[config.mk]
export PLATFORM = sky130hd
export DESIGN_NAME = rbnh_div
export DESIGN_NICKNAME = d
export VERILOG_FILES = /design/src/rtl/core/rbnh_pkg.sv /design/src/rtl/core/rbnh_div.sv
export SDC_FILE = /design/constraint.sdc
export NUM_CORES = 1
export LEC_CHECK = 0
export BUFFER_PORTS_ARGS = -buffer_cell sky130_fd_sc_hd__buf_4
export CAP_MARGIN = 20
export CELL_PAD_IN_SITES_DETAIL_PLACEMENT = 1
export CELL_PAD_IN_SITES_GLOBAL_PLACEMENT = 1
export CORE_ASPECT_RATIO = 0.6
export CORE_UTILIZATION = 46
export DETAILED_ROUTE_END_ITERATION = 8
export HOLD_SLACK_MARGIN = 0.03
export PLACE_DENSITY_LB_ADDON = 0.2
export SYNTH_ARGS = -nofsm -noshare
export SYNTH_HDL_FRONTEND = slang
export SYNTH_SLANG_ARGS = --single-unit
[constraint.sdc]
create_clock -name clk -period 7.1 [get_ports clk]
set_input_delay 0.355 -clock clk [delete_from_list [all_inputs] [get_ports clk]]
set_output_delay 0.355 -clock clk [all_outputs]
set_load 0.01 [all_outputs]
[src/rtl/core/rbnh_pkg.sv]
package rbnh_pkg;

    // Field widths of the stream items.
    localparam int CMD_W   = 1;
    localparam int SLOT_W  = 6;
    localparam int KIND_W  = 2;
    localparam int COORD_W = 32;
    localparam int SCALE_W = 31;
    localparam int DIR_W   = 18;
    localparam int THR_W   = 16;
    localparam int DIST_W  = 31;

    // A box bound minus a ray origin always fits in this many signed bits.
    localparam int DIFF_W  = 34;
    localparam int T_W     = 32;

    localparam logic [CMD_W-1:0]  CMD_LOAD  = 1'b0;
    localparam logic [CMD_W-1:0]  CMD_QUERY = 1'b1;

    localparam logic [KIND_W-1:0] KIND_EMPTY = 2'd0;
    localparam logic [KIND_W-1:0] KIND_MESH  = 2'd1;
    localparam logic [KIND_W-1:0] KIND_CAM   = 2'd2;

    localparam logic signed [T_W-1:0] T_MIN = 32'sh8000_0000;
    localparam logic signed [T_W-1:0] T_MAX = 32'sh7FFF_FFFF;

    // One slab division: (bound - origin) * 2^FRAC_BITS / dir.
    typedef struct packed {
        logic signed [DIFF_W-1:0] num;
        logic signed [DIR_W-1:0]  den;
    } div_req_t;

endpackage

[src/rtl/core/rbnh_div.sv]
module rbnh_div
    import rbnh_pkg::*;
#(
    parameter int FRAC_BITS = 16
) (
    input  logic                  clk,
    input  logic                  rst_n,
    input  logic                  start,
    input  div_req_t              req,
    output logic                  busy,
    output logic                  done,
    output logic signed [T_W-1:0] quo
);

    localparam int NW  = DIFF_W + FRAC_BITS;
    localparam int DMW = DIR_W;

    typedef enum logic [2:0] {
        D_IDLE = 3'b001,
        D_RUN  = 3'b010,
        D_SAT  = 3'b100
    } dstate_t;

    dstate_t               state_reg, state_next;
    logic [DMW-1:0]        rem_reg, rem_next;
    logic [T_W-1:0]        q_reg, q_next;
    logic [DMW-1:0]        dmag_reg, dmag_next;
    logic                  neg_reg, neg_next;
    logic [4:0]            cnt_reg, cnt_next;
    logic                  done_reg, done_next;
    logic signed [T_W-1:0] res_reg, res_next;

    logic [DIFF_W-1:0]     num_abs;
    logic [NW-1:0]         nmag;
    logic [NW-33:0]        upper;
    logic [DMW-1:0]        den_abs;
    logic [DMW:0]          trial;
    logic [DMW:0]          trial_sub;
    logic                  ge;

    always_comb
    begin
        num_abs   = req.num[DIFF_W-1] ? DIFF_W'(-req.num) : DIFF_W'(req.num);
        den_abs   = req.den[DIR_W-1] ? DMW'(-req.den) : DMW'(req.den);
        nmag      = {num_abs, {FRAC_BITS{1'b0}}};
        upper     = nmag[NW-1:32];
        trial     = {rem_reg, q_reg[T_W-1]};
        trial_sub = trial - {1'b0, dmag_reg};
        ge        = trial >= {1'b0, dmag_reg};

        state_next = state_reg;
        rem_next   = rem_reg;
        q_next     = q_reg;
        dmag_next  = dmag_reg;
        neg_next   = neg_reg;
        cnt_next   = cnt_reg;
        done_next  = 1'b0;
        res_next   = res_reg;

        case (state_reg)
            D_IDLE:
            begin
                if (start)
                begin
                    neg_next  = req.num[DIFF_W-1] ^ req.den[DIR_W-1];
                    dmag_next = den_abs;
                    if (num_abs == '0)
                    begin
                        res_next  = '0;
                        done_next = 1'b1;
                    end
                    else if (32'(upper) >= 32'(den_abs))
                    begin
                        // Quotient needs more than 32 bits: saturate at once.
                        res_next  = (req.num[DIFF_W-1] ^ req.den[DIR_W-1]) ? T_MIN : T_MAX;
                        done_next = 1'b1;
                    end
                    else
                    begin
                        rem_next   = DMW'(upper);
                        q_next     = nmag[T_W-1:0];
                        cnt_next   = '0;
                        state_next = D_RUN;
                    end
                end
            end
            D_RUN:
            begin
                rem_next = ge ? trial_sub[DMW-1:0] : trial[DMW-1:0];
                q_next   = {q_reg[T_W-2:0], ge};
                cnt_next = cnt_reg + 5'd1;
                if (cnt_reg == 5'd31)
                begin
                    state_next = D_SAT;
                end
            end
            D_SAT:
            begin
                if (neg_reg)
                begin
                    res_next = q_reg[T_W-1] ? T_MIN : T_W'(-q_reg);
                end
                else
                begin
                    res_next = q_reg[T_W-1] ? T_MAX : T_W'(q_reg);
                end
                done_next  = 1'b1;
                state_next = D_IDLE;
            end
            default:
            begin
                state_next = D_IDLE;
            end
        endcase
    end

    always_ff @(posedge clk or negedge rst_n)
    begin
        if (!rst_n)
        begin
            state_reg <= D_IDLE;
            done_reg  <= 1'b0;
        end
        else
        begin
            state_reg <= state_next;
            done_reg  <= done_next;
        end
    end

    always_ff @(posedge clk)
    begin
        rem_reg  <= rem_next;
        q_reg    <= q_next;
        dmag_reg <= dmag_next;
        neg_reg  <= neg_next;
        cnt_reg  <= cnt_next;
        res_reg  <= res_next;
    end

    assign busy = state_reg != D_IDLE;
    assign done = done_reg;
    assign quo  = res_reg;

endmodule

==> key figures <==
Floorplanning
  • Die area: 18900 um2
  • Row cnt: 37
  • Die Span X: 177 um
  • Core area: around 18000 um2
  • Initial core utilization: around half
  • Die Ht: around 110 um
  • IO Pins: 89

Critical path
  • Reg2Reg Depth: 11
  • Worst Path Class, Setup: input pin to flip-flop
  • Crit-path max cell delay: 0.66 ns
  • Crit-path cells: buf_4, or4_1, or4_4, o41ai_1, xnor2_1, inv_1, ha_1, a21o_1, a21o_1, a21oi_1, o21ai_0, nor3_1, a21oi_1, nand2b_1, o21ai_4, buf_4
  • RR Startpoint: q_reg[31]
  • Reg2reg setup slack: 2.95 ns
  • Worst path bufs/invs: 3
  • Crit path max fanout: 37
  • Arrival @ worst endpoint: 5.03 ns
  • Top delay family on crit path: compound AO/OA/AOI/OAI gates
  • Crit path required time: around 7.1 ns
  • Crit path max-delay cell type: or4_1
  • Worst R2R End: rem_reg[11]
  • CP Capture Type: flip-flop
  • Critical path launch point type: input pin

STA
  • Slew @ Worst Pin: 0.960 ns
  • Clk_skew: 0.0117 ns
  • Final Hold Vio Count: 0
  • RSZ-0062 raised after global routing: false
  • Setup violations, final: 0
  • Post-route clock period utilization: 71.0%
  • Max-slew violation count: 0
  • Final WS setup: 2.06 ns
  • Final Hold Slack: 0.274 ns
  • Setup TNS: 0 ns
  • Post-layout minimum cycle time: between 5 and 6 ns
  • Relative slew slack: 36.0%
  • Fmax: 198 MHz

Detailed routing
  • 1st-iter DRT viols: 702
  • Pre-antenna DRT Iters: 5
  • WL final: 27400 um
  • DRC: 0
  • Final ANT Viol Nets: 0
  • Total number of vias: 7726
  • Per-cell routed wire length: 22.2 um
  • DR vias/cell: 6.27

Global routing
  • First-pass GRT wire length: approximately 43000 um
  • Initial antenna violation count: 0
  • Largest net degree at the start of global routing: 50
  • Overflow after GRT: 0
  • Total GRT Usage: 29.6%
  • Number of global-route vias before repair: 7372

Synthesis
  • Post-synthesis area per instance: between 9 and 10 um2
  • Synth Cell Area: 8430 um2
  • Top cell type's share of synthesized area: 37.8%
  • Synth async-reset ratio: 3.64%
  • Mapped Cells: 933
  • EDFF count, synth: 106
  • Yosys reg bits: 110
  • Synth warn: 0
  • Library cells used by synthesis: 76
  • Post-synthesis net count: 1030
  • Area leader, netlist: edfxtp_1
  • Ys flop type: edfxtp_1
  • Register area share after synthesis: 39.0%
  • Synth area leaders: edfxtp_1 38%, ha_1 6.1%, xnor2_1 5.3%

Finish
  • Most common cell after layout, fill and taps aside: edfxtp_1
  • Final nets: between 1000 and 1500
  • Most frequent cells in the layout: 106 x edfxtp_1, 105 x nor2_1, 98 x buf_4
  • Layout area overhead: 13.8%
  • Register area: 3280 um2
  • Fill cells: ~2100
  • N_diodes: 0
  • Multi-input gate area: 4750 um2
  • Cell area after layout: 9600 um2
  • Share of cells above drive strength 1: 15.1%

CTS
  • CTS sink cnt: 110
  • # resized after CTS: 0
  • Clock Path Buffers: 2
  • Cts bufs inserted: 9
  • Clock Latency Late Sink: between 0.3 and 0.4 ns
  • Post-CTS Repair Setup Buffers: 0
  • Htree depth: 3
  • CTS tree: done
  • Clock-pin slew on the worst setup and hold paths: roughly 0.08 ns
  • Clock Root Buffer: clkbuf_16

Power and ir drop
  • Leak: 3.67 nW
  • Pint: 1.74 mW
  • Logic gate share of total power: 45.9%
  • Worst IR Drop VDD: 0.162 mV
  • Seq pwr share: 36.6%
  • Pwr/cell area: roughly 310 nW/um2
  • Psw: 1.28 mW
  • Clock power share: 17.5%
  • Switching part of the total: 42.5%

Place
  • DP Worst Slack: ~1.7 ns
  • # port buffers: 88
  • Gp weighted congestion: 0.933
  • HPWL after DPL: between 20000 and 25000 um
  • Placed Instance Area: 9260 um2

Min path
  • Hold path depth: 1
  • Hold wc startpoint: req[0]
  • Endpoint, Worst Hold: dmag_reg[0]
  • Worst Hold Class: input pin to flip-flop

Flow run
  • Max capacitance violation total: 0

Outcome
  • Outcome: completed
-- repair_timing --
item                                    CTS  global route
hold buffers                              1             0
endpoints found under the hold margin     4             0
endpoints found under the setup margin    0             0
-- layer usage --
metal	routed length [um]	global-route usage [%]	share of wire [%]	vias up
li1	-	-	-	3574
met1	13700	47.0	50	3797
met2	11000	40.5	40	337
met3	2500	6.77	9.1	18
met4	183	4.74	0.67	0
met5	0	0	0	-
-- logic make-up (layout without fill, tap and decap cells) --
logic type,after synthesis,count (layout),synth area share (%)
DFF,110,110,39.0
AOI/OAI and AO/OA,244,244,18.9
buffers and inverters,103,168,4.99
adders and majority gates,42,42,6.32
xor gates and xnor gates,85,85,8.83
and+or+nand+nor,340,340,20.9
muxes,9,9,1.08
-- power by group through the flow --
stage	registers [mW]	clock network, mW	logic (mW)
2_1_floorplan	1.07	0	0.930
3_3_place_gp	1.10	0	1.29
3_5_place_dp	1.12	0	1.34
4_1_cts	1.11	0.535	1.36
5_1_grt	1.12	0.553	1.51
6_report	1.11	0.528	1.39
-- synthesized netlist by cell type (8+ instances only) --
cell and instances:
nor3_1 21, nor4_1 13, inv_1 52, o31ai_1 14, o41ai_1 12, a21o_1 11
or3_1 9, or4_1 11, nand3_1 20, o22ai_1 30, a21oi_1 51, ha_1 41
nand4_1 12, xnor2_1 51, nor2_1 105, edfxtp_1 106, xor2_1 34, mux2i_1 8
nand2_1 68, clkbuf_1 40, nor2b_1 8, o21ai_0 60, and2_1 21, and3_1 8
-- stage by stage --
step	std cells	total power, mW	util [%]
2_1_floorplan	933	2.00	-
6_report	1232	3.02	54.7
3_5_place_dp	1214	2.46	52.8
5_1_grt	1232	3.19	54.7
3_3_place_gp	1214	2.39	52.8
4_1_cts	1231	3.00	54.6
-- final cells by class --
type / count / share of cell area (%)
multi-input combinational: 720 / 49.5
sequential: 110 / 34.2
timing repair buffer: 100 / 7.93
tap: 234 / 3.05
clock buffer: 9 / 2.35
inverter: 52 / 2.03
clock inverter: 7 / 0.874
-- worst max path at each step --
stage                        from          end  slack [ns]  cells past startpoint
after floorplan           req[34]   cnt_reg[0]        0.72                     16
after global placement    req[33]  rem_reg[10]        1.88                     15
after detailed placement  req[33]  rem_reg[12]        1.73                     15
after CTS                 req[33]   cnt_reg[1]        2.10                     15
after global routing      req[30]   rem_reg[5]        1.82                     16
final                     req[33]   rem_reg[5]        2.06                     16
No activity file was read; power rests on OpenSTA's default activity.
