==> src/rtl/core/rbnh_ram.sv <==
module rbnh_ram #(
    parameter int WIDTH = 8,
    parameter int DEPTH = 64
) (
    input  logic                                  clk,
    input  logic                                  we,
    input  logic [(DEPTH > 1 ? $clog2(DEPTH) : 1)-1:0] waddr,
    input  logic [WIDTH-1:0]                      wdata,
    input  logic                                  re,
    input  logic [(DEPTH > 1 ? $clog2(DEPTH) : 1)-1:0] raddr,
    output logic [WIDTH-1:0]                      rdata
);

    logic [WIDTH-1:0] mem [DEPTH];
    logic [WIDTH-1:0] rdata_reg;

    always_ff @(posedge clk)
    begin
        if (we)
        begin
            mem[waddr] <= wdata;
        end
        if (re)
        begin
            rdata_reg <= mem[raddr];
        end
    end

    assign rdata = rdata_reg;

endmodule

==> config.mk <==
export PLATFORM = sky130hd
export DESIGN_NAME = rbnh_ram
export DESIGN_NICKNAME = d
export VERILOG_FILES = /design/src/rtl/core/rbnh_ram.sv
export SDC_FILE = /design/constraint.sdc
export NUM_CORES = 1
export LEC_CHECK = 0
export ABC_AREA = 1
export BUFFER_PORTS_ARGS = -buffer_cell sky130_fd_sc_hd__buf_2
export CAP_MARGIN = 25
export CORE_ASPECT_RATIO = 1.4
export CORE_MARGIN = 10
export CORE_UTILIZATION = 40
export DETAILED_ROUTE_END_ITERATION = 10
export GPL_TIMING_DRIVEN = 0
export PLACE_DENSITY = 0.58
export RECOVER_POWER = 50
export SYNTH_ARGS = -nofsm -noshare
export SYNTH_HDL_FRONTEND = slang
export SYNTH_SLANG_ARGS = --single-unit
==> constraint.sdc <==
create_clock -name clk -period 2.32 [get_ports clk]
set_input_delay 0 -clock clk [delete_from_list [all_inputs] [get_ports clk]]
set_output_delay 0 -clock clk [all_outputs]
set_load 0.02 [all_outputs]
==> out/qor.csv, run 1 <==
metric,value,unit
outcome,"finished, violations left",
violated_checks,"capacitance limit, slew limit",
grt_max_degree,65,
clock_power_share,0.400,
cts_tree,built,
hold_path.startpoint,waddr[0],
drcViolationCount,0,
drt-initial-drc-count,1430,
power.net_switching,4572,uW
gp_congestion,0.9106,
layout.cells.non_filler,2644,
synth_cell_types,15,
final-setup-viol-count,0,
timing.critical_path.slowest_stage_cell,sky130_fd_sc_hd__clkbuf_2,
placedInstanceArea,22650,um2
power.static_leakage,0.008651,uW
start_util,0.4038,
seqPwrFrac,0.527,
endpoint_kind,register,
final_period_minus_worst_setup_slack,1.954,ns
detailroute.via_count,14362,
final_common_cell,sky130_fd_sc_hd__nand2_1,
final_critical_path_setup_slack,0.3664,ns
grt.met1_usage,0.2344,
post-cts-setup-buffer-count,0,
max_cap_viol_count,4,
core_region_area,53050,um2
worst_path_buf_inv,3,
globalRouteMet3Util,0.02766,
crit_chain,"dlygate4sd3_1, clkbuf_1, clkbuf_2",
startpoint_class,primary input,
syn-mean-instance-area,11.87,um2
netlist_area_pre_place,21420,um2
yosys_register_bits,520,
fp.dieH,293.8,um
final.setup.tns,0,ns
clock_skew,0.02165,ns
crit_path_max_incr_delay,0.93,ns
nFillCells,4888,
postSynthNetCount,1828,
crit_family,buffers and inverters,
drt_pass_1_iters,5,
share_comb_of_total_power,0.072,
power.density_cell_area,820.3,nW/um2
area_growth,12.71,%
fin_crit_sh,0.8421,
chipWidth,215.6,um
dp.final_hpwl,46500,um
number_of_global_route_vias_before_repair,14150,
clock_insertion_delay_worst_skew,0.59,ns
clk_root_buffer_cell,sky130_fd_sc_hd__clkbuf_16,
cellInternalPower,15230,uW
grt-ovfl-total,0,
worst_ir_drop_vdd,0.4745,mV
ioPinCount,31,
origin_of_the_worst_setup_path,wdata[7],
ys_seq_area_frac,0.7290,
clk_transition_reported_paths,0.07,ns
cts-buffers-inserted,49,
pre_cts_slack,-0.1781,ns
critical_path.max_fanout,48,
cp_data_arrival_time,2.17,ns
fmax,0.5119,GHz
netlist_instances,1805,
grt-busiest-layer,met2,
num-nets-final,1920,
buffer_ports.inserted,22,
worst_slew_pin_slew,1.719,ns
die_area,63330,um2
cts.sinks,520,
hp-class,primary input to register,
maxSlewHeadroom,-0.1463,
grt_use_met2,0.3713,
clockBufferDepth,3,
post_drt_wl_per_cell,25.17,um
largest_register_ffs,512,
viasPerCell,5.432,
fin_area,24140,um2
finalHoldViolations,0,
rows,100,
final_cell_mix,"sky130_fd_sc_hd__nand2_1 (648), sky130_fd_sc_hd__edfxtp_1 (520), sky130_fd_sc_hd__nand3_1 (439)",
worst_hold_slack,0.06926,ns
global_route_wire_length_before_repair,96000,um
placed_cells,2555,
worstReg2RegStart,mem[24][5]$_DFFE_PP_,
timing_max_transition_violations_final,225,
sum_of_routed_wire_length_over_all_layers,66560,um
htree_levels,2,
route.antenna.remaining_nets,0,
global_route.usage.total,0.2072,
netSwitchingFraction,0.2309,
number_of_warnings_reported_in_the_yosys_synthesis_log,0,
path_class,primary input to register,
rsz0062_at_grt,no,
number_of_antenna_violations_at_the_first_check_in_global_routing,2,
post_route_cells_drive_above_1_share,0.09793,
antenna-diode-count,0,
worst-endpoint-required,2.54,ns
-- cells in the mapped netlist, drive strengths merged --
cell    instances  area share
nor2           56      0.0098
nand3         439        0.10
nor4            8      0.0023
nand2         648        0.11
nand4           9      0.0026
buf            98       0.035
edfxtp        520        0.73
inv            12      0.0023
clkbuf         15      0.0026
-- cell families (layout without fill, tap and decap cells) --
logic type | count (synthesis) | in the layout | share of synthesized area
buffers and inverters | 125 | 250 | 0.04007
flip-flops | 520 | 520 | 0.7290
AND/OR/NAND/NOR | 1160 | 1160 | 0.2309
-- power by group through the flow --
| stage | sequential (uW) | clock [uW] | combinational, uW |
|---|---|---|---|
| after global placement | 10600 | 0 | 1390 |
| after CTS | 10400 | 7980 | 1440 |
| after detailed placement | 10600 | 0 | 1440 |
| final | 10400 | 7930 | 1430 |
| after floorplan | 10700 | 0 | 731 |
| after global routing | 10400 | 8330 | 1540 |
-- stage by stage --
stage                     total power, uW    util
after floorplan                     11380       -
after global placement              12030  0.4227
after detailed placement            12070  0.4270
after CTS                           19850  0.4565
after global routing                20310  0.4550
final                               19800  0.4550
-- worst paths after layout --
check / end / slack [ns] / depth (start not counted)
setup / recovery: mem[50][7]$_DFFE_PP_ / 0.37 / 3
hold / removal: mem[54][5]$_DFFE_PP_ / 0.07 / 2
setup reg to reg: rdata[5]$_DFFE_PP_ / 0.68 / 8
hold reg to reg: rdata[5]$_DFFE_PP_ / 0.96 / 8
-- metal layers --
metal,wire length [um],vias to the layer above
li1,-,6539
met1,24560,7095
met2,34280,562
met3,3689,162
met4,3997,4
met5,26,-
-- what timing repair did --
item / in CTS / in global routing
gates resized for setup: 0 / 0
hold buffers: 4 / 0
hold endpoints to repair: 64 / 0
setup endpoints to repair: 0 / 0
-- area by class of cell --
class	instances	area (um2)	area share
tap	714	893.4	0.03701
buffer	113	808.3	0.03348
timing repair buffer	41	276.5	0.01145
multi-input combinational	1160	4971	0.2059
clock buffer	63	1321	0.05473
sequential	520	15620	0.6468
inverter	12	50.05	0.002073
clock inverter	21	205.2	0.008500
Note: power is estimated with default switching activity, not from simulation.
==> inputs of run 2 (changes only) <==
--- a/config.mk
+++ b/config.mk
@@ -5,7 +5,7 @@
 export SDC_FILE = /design/constraint.sdc
 export NUM_CORES = 1
 export LEC_CHECK = 0
-export ABC_AREA = 1
+export ABC_AREA = 0
 export BUFFER_PORTS_ARGS = -buffer_cell sky130_fd_sc_hd__buf_2
 export CAP_MARGIN = 25
 export CORE_ASPECT_RATIO = 1.4
==> constraint.sdc (replaced) <==
create_clock -name clk -period 1.9 [get_ports clk]
set_input_delay 0 -clock clk [delete_from_list [all_inputs] [get_ports clk]]
set_output_delay 0 -clock clk [all_outputs]
set_load 0.02 [all_outputs]
==> run 2 against run 1 <==
Against the previous run:
- the flow finishes with violations (capacitance limit, slew limit, setup timing)
- clock power is 12% higher
- cell count is 35% lower
- non-clock buffer count is 57 lower
- via count decreased by 32%
- combinational power down 3%
- global-route usage decreased by 3.8 points
- worst hold slack worse by 0.0017 ns
==> out/qor.csv, run 2 <==
metric,value,unit
outcome,"finished, violations left",
violated_checks,"capacitance limit, slew limit, setup timing",
clk_root_buffer_cell,sky130_fd_sc_hd__clkbuf_16,
worst-endpoint-required,2.18,ns
post-cts-setup-buffer-count,0,
clock_skew,0.01444,ns
drcViolationCount,0,
max_cap_viol_count,1,
final.setup.tns,-2.060,ns
pre_cts_slack,-1.007,ns
post_synth_and_or_nand_nor_area_fraction,0.03374,
cts-buffers-inserted,48,
hp-class,primary input to register,
route.antenna.remaining_nets,0,
synth_cell_types,39,
area_growth,13.41,%
ys_seq_area_frac,0.7712,
post-synth-top-area-cell,sky130_fd_sc_hd__edfxtp_1,
chipWidth,210.1,um
clockBufferDepth,3,
final_cell_mix,"sky130_fd_sc_hd__edfxtp_1 (520), sky130_fd_sc_hd__mux4_2 (126), sky130_fd_sc_hd__nor2_1 (76)",
grt_max_degree,65,
worst_slew_pin_slew,1.574,ns
power.density_cell_area,1001,nW/um2
fin_crit_sh,1.087,
number_of_global_route_vias_before_repair,10117,
fmax,0.4842,GHz
complex_gate_fraction_of_the_synthesized_area,0.02064,
num-nets-final,1059,
number_of_antenna_violations_at_the_first_check_in_global_routing,5,
synthArstFlopShare,0,
path_class,register to register,
synth-main-ff-cell,sky130_fd_sc_hd__edfxtp_1,
final-setup-viol-count,45,
startpoint_class,register,
final_common_cell,sky130_fd_sc_hd__edfxtp_1,
gp_congestion,0.8975,
fp.dieH,286.2,um
core_region_area,50120,um2
yosys-mux-area-fraction,0.1588,
cts.sinks,520,
post_drt_wl_per_cell,29.66,um
viasPerCell,5.727,
synth_top_family_by_area,multiplexers,
start_util,0.4039,
endpoint_kind,register,
rsz0062_at_grt,yes,
finalHoldViolations,0,
drt-initial-drc-count,827,
totalPowerFinal,22980,uW
netlist_instances,940,
synth_top_cells_by_area,"sky130_fd_sc_hd__edfxtp_1 (77%), sky130_fd_sc_hd__mux4_2 (14%), sky130_fd_sc_hd__nor2_1 (1.5%), sky130_fd_sc_hd__mux2i_1 (1.1%), sky130_fd_sc_hd__mux2_2 (0.72%)",
synth_top_area_share,0.7712,
grt-ovfl-total,0,
dp.final_hpwl,34120,um
clock_insertion_delay_worst_skew,0.56,ns
cp_data_arrival_time,2.35,ns
final_period_minus_worst_setup_slack,2.065,ns
global_route_wire_length_before_repair,73060,um
final_critical_path_setup_slack,-0.1651,ns
netlist_area_pre_place,20250,um2
rows,97,
number_of_warnings_reported_in_the_yosys_synthesis_log,0,
worst_ir_drop_vdd,0.6683,mV
nFillCells,4172,
cts_tree,built,
maxSlewHeadroom,-0.04919,
detailroute.via_count,9804,
worst_hold_slack,0.06752,ns
ioPinCount,31,
timing_max_transition_violations_final,35,
drt_pass_1_iters,5,
synth-adder-area-share,0,
largest_register_ffs,512,
critical_path.max_fanout,1,
buffer_ports.inserted,22,
yosys_register_bits,520,
syn-mean-instance-area,21.54,um2
postSynthNetCount,963,
synth_enable_flop_cells,520,
global_route.usage.total,0.1688,
clk_transition_reported_paths,0.06,ns
htree_levels,2,
yosys.area_share.xor_xnor,0,
post-synth-top-count-cell,sky130_fd_sc_hd__edfxtp_1,
post_route_cells_drive_above_1_share,0.2703,
power.static_leakage,0.007065,uW
die_area,60140,um2
fin_area,22960,um2
placedInstanceArea,21340,um2
sum_of_routed_wire_length_over_all_layers,50780,um
antenna-diode-count,0,
synth.top_cells.by_count,"sky130_fd_sc_hd__edfxtp_1 (520), sky130_fd_sc_hd__mux4_2 (126), sky130_fd_sc_hd__nor2_1 (83)",
-- run 2: timing repair --
item / in CTS / in global routing
hold buffers: 10 / 0
resized for setup: 35 / 14
setup endpoints to repair: 8 / 32
pin swaps: 5 / 3
hold endpoints to repair: 165 / 0
-- run 2: final timing paths --
kind	from	end	slack, ns	cells past startpoint
hold reg to reg	mem[6][7]$_DFFE_PP_	rdata[7]$_DFFE_PP_	0.99	4
hold / removal	we	mem[49][7]$_DFFE_PP_	0.07	3
setup reg to reg	mem[15][0]$_DFFE_PP_	rdata[0]$_DFFE_PP_	-0.17	5
setup / recovery	mem[15][0]$_DFFE_PP_	rdata[0]$_DFFE_PP_	-0.17	5
-- run 2: per-layer routing --
| metal | part of all wire | routed length [um] | track usage |
|---|---|---|---|
| met5 | 0.0026 | 134 | 0.007383 |
| met4 | 0.027 | 1347 | 0.05299 |
| met3 | 0.059 | 2985 | 0.03120 |
| met2 | 0.53 | 27060 | 0.3015 |
| met1 | 0.38 | 19250 | 0.2015 |
-- run 2: critical path: stages, from the launching register on --
cell	delay (ns)
sky130_fd_sc_hd__edfxtp_1	0.36
sky130_fd_sc_hd__mux4_2	0.48
sky130_fd_sc_hd__mux4_2	0.56
sky130_fd_sc_hd__nor2_4	0.15
sky130_fd_sc_hd__nor3_2	0.06
sky130_fd_sc_hd__o2bb2ai_2	0.17
-- run 2: through the flow --
stage	util	std cells
2_1_floorplan	-	940
3_3_place_gp	0.4222	1605
3_5_place_dp	0.4257	1616
4_1_cts	0.4586	1709
5_1_grt	0.4581	1712
6_report	0.4581	1712
-- run 2: logic make-up after synthesis --
logic type      count (synthesis)
compound gates                 54
buf+inv                        51
flops                         520
mux                           162
simple gates                  153
-- run 2: area by class of cell --
type / count / area, um2 / area share
repair buffers: 46 / 305.3 / 0.01330
clock buffers: 62 / 1275 / 0.05553
flip-flops and latches: 520 / 15620 / 0.6800
multi-input cells: 369 / 4509 / 0.1964
clock inverters: 21 / 121.4 / 0.005286
plain buffers: 51 / 331.6 / 0.01444
well taps: 643 / 804.5 / 0.03504
-- run 2: power breakdown --
group	total (uW)	leakage [uW]	internal, uW	switching, uW
registers	12700	0.00469	12700	18.9
clock network	8860	0.000682	4840	4010
logic	1380	0.00170	496	885
total	23000	0.00706	18100	4920
==> inputs of run 3 (changes only) <==
--- a/config.mk
+++ b/config.mk
@@ -10,10 +10,10 @@
 export CAP_MARGIN = 25
 export CORE_ASPECT_RATIO = 1.4
 export CORE_MARGIN = 10
-export CORE_UTILIZATION = 40
+export CORE_UTILIZATION = 45
 export DETAILED_ROUTE_END_ITERATION = 10
 export GPL_TIMING_DRIVEN = 0
-export PLACE_DENSITY = 0.58
+export PLACE_DENSITY = 0.63
 export RECOVER_POWER = 50
 export SYNTH_ARGS = -nofsm -noshare
 export SYNTH_HDL_FRONTEND = slang
==> run 3 against run 2 <==
Against the previous run:
- the flow finishes with violations (capacitance limit, setup timing)
- utilization rose by 5.7 points
- via count rose by 1.4%
- register-to-register slack got worse by 0.04 ns
- sequential share of layout area rose by 0.46 points
- clock-buffer cell count fell by 4
- combinational power barely moved
- worst setup slack got worse by 0.036 ns
- critical path depth fell by 1
- wire length fell by 4.1%
- final area fell by 0.67%
==> out/qor.csv, run 3 (same netlist as run 2, synthesis figures left out) <==
metric,value,unit
outcome,"finished, violations left",
violated_checks,"capacitance limit, setup timing",
max_cap_viol_count,1,
drt_pass_1_iters,6,
detailroute.via_count,9944,
grt-busiest-layer,met2,
die_area,54000,um2
post_drt_wl_per_cell,30.00,um
crit_chain,"mux4_2, nor2b_1, a2111oi_1, o41ai_1",
sum_of_routed_wire_length_over_all_layers,48690,um
clock_skew,0.01344,ns
path_class,register to register,
grt.met1_usage,0.2202,
cts-buffers-inserted,48,
viasPerCell,6.127,
hold_path.startpoint,we,
power.density_cell_area,1016,nW/um2
core_region_area,44290,um2
power.static_leakage,0.007038,uW
r2r_slack,-0.20,ns
rr_endpoint,rdata[5]$_DFFE_PP_,
grt-ovfl-total,0,
maxSlewHeadroom,0.001796,
fp.dieH,271.0,um
worst_slew_pin_slew,1.497,ns
crit_family,compound AO/OA/AOI/OAI gates,
gp_congestion,0.9026,
grt_use_met2,0.3169,
final_critical_path_setup_slack,-0.2006,ns
rows,91,
number_of_antenna_violations_at_the_first_check_in_global_routing,3,
totalPowerFinal,23160,uW
area_growth,12.65,%
post-cts-setup-buffer-count,0,
largest_register_ffs,512,
drt-initial-drc-count,1048,
clockBufferDepth,3,
clock_insertion_delay_worst_skew,0.57,ns
htree_levels,2,
fin_area,22810,um2
timing_max_transition_violations_final,0,
grt_max_degree,65,
ioPinCount,31,
cp_data_arrival_time,2.37,ns
min_path_cells,3,
final_cell_mix,"sky130_fd_sc_hd__edfxtp_1 (520), sky130_fd_sc_hd__mux4_2 (126), sky130_fd_sc_hd__nor2_1 (80)",
final_period_minus_worst_setup_slack,2.101,ns
post_route_cells_drive_above_1_share,0.2641,
final_common_cell,sky130_fd_sc_hd__edfxtp_1,
final-setup-viol-count,8,
start_util,0.4571,
num-nets-final,1053,
globalRouteMet3Util,0.03280,
number_of_global_route_vias_before_repair,10150,
buffer_ports.inserted,22,
chipWidth,199.3,um
finalHoldViolations,0,
worst_path_buf_inv,0,
worst-endpoint-required,2.17,ns
cts.sinks,520,
placedInstanceArea,21150,um2
clk_transition_reported_paths,0.06,ns
worstReg2RegStart,mem[3][5]$_DFFE_PP_,
drcViolationCount,0,
clk_root_buffer_cell,sky130_fd_sc_hd__clkbuf_16,
global_route_wire_length_before_repair,70520,um
route.antenna.remaining_nets,0,
fin_crit_sh,1.106,
critical_path.max_fanout,1,
nFillCells,3408,
worst_hold_slack,0.05108,ns
r2r.worst_path.cells,4,
cts_tree,built,
hold-path-endpoint,mem[48][7]$_DFFE_PP_,
worst_ir_drop_vdd,0.6883,mV
dp.final_hpwl,32400,um
timing.critical_path.slowest_stage_cell,sky130_fd_sc_hd__a2111oi_1,
seq_area,15620,um2
hp-class,primary input to register,
rsz0062_at_grt,yes,
global_route.usage.total,0.1825,
startpoint_class,register,
fmax,0.4760,GHz
final.setup.tns,-1.156,ns
crit_path_max_incr_delay,0.58,ns
endpoint_kind,register,
multiInputGateArea,4468,um2
==> run 3: worst max path at each step <==
stage                                     to  cells past startpoint            startpoint  slack (ns)
final                     rdata[5]$_DFFE_PP_                      4   mem[3][5]$_DFFE_PP_       -0.20
after global routing      rdata[5]$_DFFE_PP_                      4  mem[35][5]$_DFFE_PP_       -0.19
after CTS                 rdata[2]$_DFFE_PP_                      5  mem[15][2]$_DFFE_PP_       -0.16
after detailed placement  rdata[4]$_DFFE_PP_                      8              raddr[1]       -1.02
after global placement    rdata[4]$_DFFE_PP_                      8              raddr[1]       -1.03
after floorplan           rdata[4]$_DFFE_PP_                      5  mem[29][4]$_DFFE_PP_        0.07
==> run 3: where the power goes <==
group          internal, uW  switching [uW]  total [uW]
Combinational           483             867        1350
Sequential            12700            19.3       12700
Clock                  5040            4030        9070
Total                 18200            4910       23200
==> run 3: worst min-delay path: stages <==
cell and delay, ns:
sky130_fd_sc_hd__buf_2 0.15, sky130_fd_sc_hd__nand4b_1 0.19, sky130_fd_sc_hd__nor3_1 0.11
==> run 3: area by class of cell <==
class                      instances  share of cell area
clock inverter                    26            0.007625
multi-input combinational        369              0.1959
timing repair buffer              40             0.01048
sequential                       520              0.6846
buffer                            51             0.01448
tap                              558             0.03061
antenna                            1           0.0001097
clock buffer                      58             0.05617
==> run 3: what timing repair did <==
item | 4_1_cts | 5_1_grt
pin swaps | 3 | 2
resized for setup | 28 | 14
endpoints found under the hold margin | 98 | 31
hold buffers | 6 | 2
endpoints found under the setup margin | 8 | 8
==> run 3: metrics by stage <==
step	util	instances	setup WS, ns
floorplan	-	940	0.06967
finish	0.5150	1623	-0.2006
global placement	0.4754	1520	-1.035
CTS	0.5144	1616	-0.1650
global route	0.5150	1623	-0.1894
detailed placement	0.4774	1526	-1.023
==> run 3: metal layers <==
| metal | wire length (um) | vias up |
|---|---|---|
| li1 | - | 4119 |
| met1 | 17890 | 5277 |
| met2 | 25590 | 434 |
| met3 | 3247 | 110 |
| met4 | 1931 | 4 |
| met5 | 27 | - |
